`config.mk`:
```
export PLATFORM = sky130hd
export DESIGN_NAME = hsl2rgba_channel
export DESIGN_NICKNAME = d
export VERILOG_FILES = /design/src/rtl/core/hsl2rgba_pkg.sv /design/src/rtl/core/hsl2rgba_channel.sv
export SDC_FILE = /design/constraint.sdc
export NUM_CORES = 2
export LEC_CHECK = 0
export ABC_AREA = 1
export BUFFER_PORTS_ARGS = -buffer_cell sky130_fd_sc_hd__buf_2
export CORE_AREA = 2 2 241 421
export DETAILED_ROUTE_END_ITERATION = 16
export DIE_AREA = 0 0 243 423
export HOLD_SLACK_MARGIN = 0.1
export REMOVE_ABC_BUFFERS = 1
export SYNTH_ARGS = -nofsm -noshare
export SYNTH_HDL_FRONTEND = slang
export SYNTH_SLANG_ARGS = --single-unit
```
`constraint.sdc`:
```
create_clock -name clk -period 11.06 [get_ports clk]
set_input_delay 1.659 -clock clk [delete_from_list [all_inputs] [get_ports clk]]
set_output_delay 1.659 -clock clk [all_outputs]
set_load 0.03 [all_outputs]
```
`src/rtl/core/hsl2rgba_pkg.sv`:
```
// Constants, types and helpers for the HSL to RGBA converter.
package hsl2rgba_pkg;

  localparam int FRAC_BITS = 16;
  localparam int HUE_W     = 16;
  localparam int FIELD_W   = 17;

  localparam int ONE_W = FRAC_BITS + 1;
  localparam int IN_W  = (ONE_W > FIELD_W) ? ONE_W : FIELD_W;
  localparam int HX_W  = (FRAC_BITS > HUE_W) ? FRAC_BITS : HUE_W;
  localparam int H6_W  = FRAC_BITS + 3;
  localparam int SR_W  = 2 * FRAC_BITS + 2;
  localparam int HI_W  = FRAC_BITS + 2;
  localparam int PA_W  = 2 * FRAC_BITS + 2;
  localparam int PB_W  = 2 * FRAC_BITS + 1;
  localparam int SUM_W = 2 * FRAC_BITS + 3;
  localparam int V_W   = FRAC_BITS + 3;

  typedef logic [ONE_W-1:0] unit_t;

  localparam unit_t ONE  = {1'b1, {FRAC_BITS{1'b0}}};
  localparam unit_t HALF = ONE >> 1;

  localparam logic [H6_W-1:0] H_ONE2 = H6_W'(2) << FRAC_BITS;
  localparam logic [H6_W-1:0] H_ONE4 = H6_W'(4) << FRAC_BITS;
  localparam logic [H6_W-1:0] H_ONE6 = H6_W'(6) << FRAC_BITS;

  // stage load enables shared by the three color lanes
  typedef struct packed {
    logic en2;
    logic en3;
    logic en4;
  } stage_en_t;

  function automatic unit_t clamp_in(logic [FIELD_W-1:0] x);
    logic [IN_W-1:0] xe;
    xe = IN_W'(x);
    return (xe < IN_W'(ONE)) ? ONE_W'(xe) : ONE;
  endfunction

  function automatic unit_t clamp_ramp(logic [H6_W-1:0] x);
    return (x < H6_W'(ONE)) ? ONE_W'(x) : ONE;
  endfunction

endpackage

```
`src/rtl/core/hsl2rgba_channel.sv`:
```
// One color lane: saturation blend, lightness scale, clamp (stages 2 to 4).
module hsl2rgba_channel import hsl2rgba_pkg::*; (
  input  logic               clk,
  input  stage_en_t          en,
  input  unit_t              ramp,
  input  unit_t              sat,
  input  unit_t              mul,
  input  unit_t              offset,
  output logic [FIELD_W-1:0] level
);

  logic [SR_W-1:0]      sr2;
  logic [HI_W-1:0]      hi_next;
  logic [HI_W-1:0]      hi;
  logic [FRAC_BITS-1:0] lo;
  logic [PA_W-1:0]      pa_next;
  logic [PB_W-1:0]      pb_next;
  logic [PA_W-1:0]      pa;
  logic [PB_W-1:0]      pb;
  logic [SUM_W-1:0]     sum;
  logic [V_W-1:0]       v;
  unit_t                vc;

  // blend = 2*s*r + (1-s); the (1-s) part lands in the integer half only
  assign sr2     = (SR_W'(sat) * SR_W'(ramp)) << 1;
  assign hi_next = HI_W'(sr2 >> FRAC_BITS) + HI_W'(ONE) - HI_W'(sat);

  always_ff @(posedge clk) begin
    if (en.en2) begin
      hi <= hi_next;
      lo <= sr2[FRAC_BITS-1:0];
    end
  end

  assign pa_next = PA_W'(mul) * PA_W'(hi);
  assign pb_next = PB_W'(mul) * PB_W'(lo);

  always_ff @(posedge clk) begin
    if (en.en3) begin
      pa <= pa_next;
      pb <= pb_next;
    end
  end

  assign sum = SUM_W'(pa) + SUM_W'(pb >> FRAC_BITS);
  assign v   = V_W'(sum >> FRAC_BITS) + V_W'(offset);
  assign vc  = (v < V_W'(ONE)) ? ONE_W'(v) : ONE;

  always_ff @(posedge clk) begin
    if (en.en4) begin
      level <= FIELD_W'(vc);
    end
  end

endmodule

```
# Yosys cells after proc, flatten, opt, wreduce, memory -nomap -nowiden
# Index checks and enable logic that the tools add are counted.
# word_totals
memories	0
regBits	117
output_inout_bits	17
elab_cells	13
mem_bits_rw	0
romBits	0
latch_bits	0
# classes
eq_ne	0
div	0
shift	0
addsub	4
reduce_logical	0
magnitude_cmp	1
n_mul	3
n_mux	0
bitwise_logic	0
# ops
cell	count
34-bit by 17-bit adder with 35-bit output	1
17-bit by 18-bit multiplier with 34-bit output	1
17-bit by 17-bit multiplier with 33-bit output	1
17-bit by 15-bit multiplier with 32-bit output	1
19-bit by 17-bit adder with 19-bit output	1
19-bit by 17-bit less-than comparator with 1-bit output (second input constant)	1
18-bit by 17-bit adder with 18-bit output (second input constant)	1
18-bit by 17-bit subtractor with 18-bit output	1

# Depth between registers and ports, before layout
# depth
ltp_word	3
ltp_mapped	37
mapped_depth_nobuf	35

# Worst setup path after synthesis
# OpenSTA, ideal clock, no wires.
# synth_path
path_kind	input port to flip-flop
start	input ramp[8]
end	register hi[17], data pin
slack_ns	2.735
cell_stages	35
t_required_ns	10.808
setup_time_ns	0.252
t_arrival_ns	8.072
cell_sequence	clkbuf_1 -> clkbuf_1 -> nand2_1 -> fa_1 -> inv_1 -> fa_1 -> inv_1 -> fa_1 -> inv_1 -> fa_1 -> fa_1 -> inv_1 -> fa_1 -> inv_1 -> ha_1 -> nand2_1 -> nand2_1 -> o21bai_1 -> a21oi_1 -> nand2_1 -> a21boi_0 -> o21ai_0 -> xor2_1 -> ha_1 -> ha_1 -> nand2_1 -> nand2_1 -> nand3_1 -> nand3_1 -> nand3b_1 -> nand2_1 -> nand2_1 -> a21oi_1 -> nand3b_1 -> nand2_1
# synth_via
elab_chain_cells	3
# synth_lines
item	line	text
from (decl)	hsl2rgba_channel.sv:5	input unit_t ramp,
17-bit by 17-bit multiplier with 33-bit output	hsl2rgba_channel.sv:25	assign sr2 = (SR_W'(sat) * SR_W'(ramp)) << 1;
18-bit by 17-bit adder with 18-bit output	hsl2rgba_channel.sv:26	assign hi_next = HI_W'(sr2 >> FRAC_BITS) + HI_W'(ONE) - HI_W'(sat);
18-bit by 17-bit subtractor with 18-bit output	hsl2rgba_channel.sv:26	
named net hi_next[17]	hsl2rgba_channel.sv:13	logic [HI_W-1:0] hi_next;
to (signal assigned)	hsl2rgba_channel.sv:30	hi <= hi_next;
to (decl)	hsl2rgba_channel.sv:14	logic [HI_W-1:0] hi;
# The timed path passes the listed nets, and every way through them passes these cells.
# A chain may end at the register's enable or synchronous reset.

# Worst setup path in the final report
# layout_path
start	input sat[10]
end	register hi[12], data pin
# layout_via
elab_chain_cells	3
# layout_lines
item	line	text
from (decl)	hsl2rgba_channel.sv:6	input unit_t sat,
17-bit by 17-bit multiplier with 33-bit output	hsl2rgba_channel.sv:25	
18-bit by 17-bit adder with 18-bit output	hsl2rgba_channel.sv:26	
18-bit by 17-bit subtractor with 18-bit output (*)	hsl2rgba_channel.sv:26	
named net hi_next[12]	hsl2rgba_channel.sv:13	
# The timed path passes the listed nets; every way through them passes the cells marked *.

==> flow_summary.json <==
{
  "post-route-period-util_pct": 75.9,
  "slew_viol_final": 0,
  "cp_slowest_cell": "fa_1",
  "drv_cap": 0,
  "hold_viol": 0,
  "grt_usage_pct": 18.5,
  "critPathBufInv": 5,
  "cts.clk_slew.worst_paths_ps": 80,
  "cts_buffers": 9,
  "grt_pass1_vias": 29500,
  "ys_types": 49,
  "synth_area_um2": 34600,
  "cts_tree": "yes",
  "critPathLaunchType": "primary input",
  "cts_max_path_buffers": 2,
  "worst_pin_slew_ps": 1130,
  "critPathArrivalTime_ps": 8540,
  "h-tree-depth": 3,
  "ctsResizeCount": 0,
  "cp.required_ps": 11210,
  "num_rows": 153,
  "final_util_pct": 36.7,
  "max_freq_ghz": 0.119,
  "cp_common_cell": "nand2_1",
  "holdWs_ps": 1030,
  "syn_area_per_cell_um2": 7.85,
  "slew_headroom_pct": 24.9,
  "cts.sinks": 101,
  "cp_top_family": "adder cells",
  "drt-initial-drc-count": 1168,
  "die_h_um": 423,
  "final_layout_size_suffix_gt1_share_pct": 3.65,
  "grt-ovfl-total": 0,
  "drc": 0,
  "drt-total-wl_um": 91700,
  "setup_tns_ps": 0,
  "syn2layout_area_growth_pct": 5.04,
  "gp_congestion": 0.929,
  "grt_pass1_wl_um": 150000,
  "synth-seq-cells": 101,
  "grt_start_max_net_pins": 52,
  "critPathMaxFanout": 18,
  "synthCells": 4409,
  "end_kind": "flip-flop",
  "antenna_found_initial": 0,
  "start_util_pct": 34.9,
  "coreArea_um2": 99200,
  "rsz0062_at_grt": "no",
  "cpPeakStageDelay_ps": 560,
  "synth_edf_count": 101,
  "n_antenna_cell": 0,
  "synthFlopType": "edfxtp_1",
  "num_vias": 26800,
  "async_flop_share_pct": 0,
  "worstSkewPairLatency_ps": 390,
  "fin_skew_ps": 13.1,
  "ios": 89,
  "wl_per_cell_um": 16.2,
  "ys_seq_area_share_pct": 8.76,
  "io_buffers": 88,
  "via_per_inst": 4.75,
  "setup_viol": 0,
  "dpl.hpwl_um": 75600,
  "nets": 5419,
  "hold_class": "reg2reg",
  "yosysWarnings": 0,
  "period_needed_ps": 8390,
  "dr.pass1.iters": 6,
  "cts_setup_buffers": 0,
  "ant_nets": 0,
  "ctsHoldBuffers": 0,
  "root_buffer": "clkbuf_16",
  "chipWidth_um": 243,
  "status": "finished, final reports clean",
  "die_area_um2": 103000,
  "path_class": "in2reg"
}
-- stage by stage --
stage	worst slack, ps	instances	cell area, µm²
2_1_floorplan	3290	4207	33800
4_1_cts	2670	5646	36400
3_5_place_dp	2270	5630	36100
5_1_grt	2170	5646	36400
3_3_place_gp	2230	5630	36100
6_report	2670	5646	36400
-- routing by layer --
metal | vias up | global-route usage (%) | wire length (µm)
met5 | - | 0 | 0
met4 | 0 | 8.88 | 4720
met3 | 232 | 1.28 | 2830
met2 | 620 | 36.9 | 51100
met1 | 13300 | 19.1 | 33100
li1 | 12700 | - | -
-- flip-flops by register name, indices dropped and copies added (netlist names) --
signal / count
lo: 15
pb: 17
pa: 34
hi: 18
level: 17
-- synth_stat cells (5+ instances only) --
master,instances,area share [%]
nor3_2,14,0.40
clkbuf_1,195,2.1
o21ai_0,67,0.97
edfxtp_1,101,8.8
nand3_1,64,0.93
nand2_1,1165,13
nor2_1,129,1.4
inv_1,1233,13
nand3_2,5,0.14
a21o_1,20,0.43
a31oi_1,6,0.11
o211ai_1,6,0.13
xor2_1,67,1.7
o21ai_1,10,0.14
xnor2_1,43,1.1
nand4_1,18,0.33
a211oi_1,5,0.11
nand3b_1,7,0.15
o21a_1,8,0.17
fa_1,655,38
o21bai_1,10,0.22
nor3_1,27,0.39
a21oi_1,144,2.1
ha_1,368,13
-- layout make-up --
cell class	count	area, µm²
fill	10600	62800
multi-input combinational	2870	26200
inverter	1236	4640
sequential	101	3030
tap	1317	1650
timing repair buffer	106	576
clock buffer	10	229
clock inverter	6	68.8
-- layout by cell type, fill, tap and decap left out, types with 3 or more instances in the layout --
master     netlist  routed
o21a_1           8       8
a31oi_1          6       6
nor4_1           4       4
inv_1         1233    1233
o211ai_1         6       6
o21bai_1        10      10
nor2_1         129     129
o21ai_0         67      67
o21ai_1         10      10
fa_1           655     655
nand3_4          3       3
nand3_1         64      64
nand3b_1         7       7
a21oi_1        144     144
nand3_2          5       5
nor3_2          14      14
ha_1           368     368
a21o_1          20      20
nor3_1          27      27
nand4_1         18      18
xor2_1          67      67
a211oi_1         5       5
o2111ai_1        4       4
edfxtp_1       101     101
clkbuf_16        0       9
xnor2_1         43      43
nand2_1       1165    1165
buf_4            0      18
buf_2            1      88
-- tightest hold or removal path: stages (launching register included) --
cell      delay (ps)
edfxtp_1         380
xor2_1            80
inv_1             50
ha_1             180
xor2_1            80
inv_1             60
nor3_2            40
-- logic make-up (layout without fill, tap and decap cells) --
group	Yosys count	count (layout)	share of synthesized area, %
buf+inv	1438	1358	15.7
flops	101	101	8.76
simple gates	1447	1447	16.9
fa+ha+maj	1023	1023	51.2
compound gates	290	290	4.72
xor+xnor	110	110	2.78
-- final timing paths --
| kind | startpoint | endpoint | slack [ps] | depth (start not counted) |
|---|---|---|---|---|
| worst max-delay path | sat[10] | hi[12] | 2670 | 30 |
| worst min-delay path | pa[27] | level[11] | 1030 | 6 |
| worst max register to register | hi[7] | pa[25] | 4490 | 20 |
| worst min register to register | pa[27] | level[11] | 1030 | 6 |
Power is not shown: default switching activity piles up to over one toggle a cycle in this logic, so the estimate is an artifact.
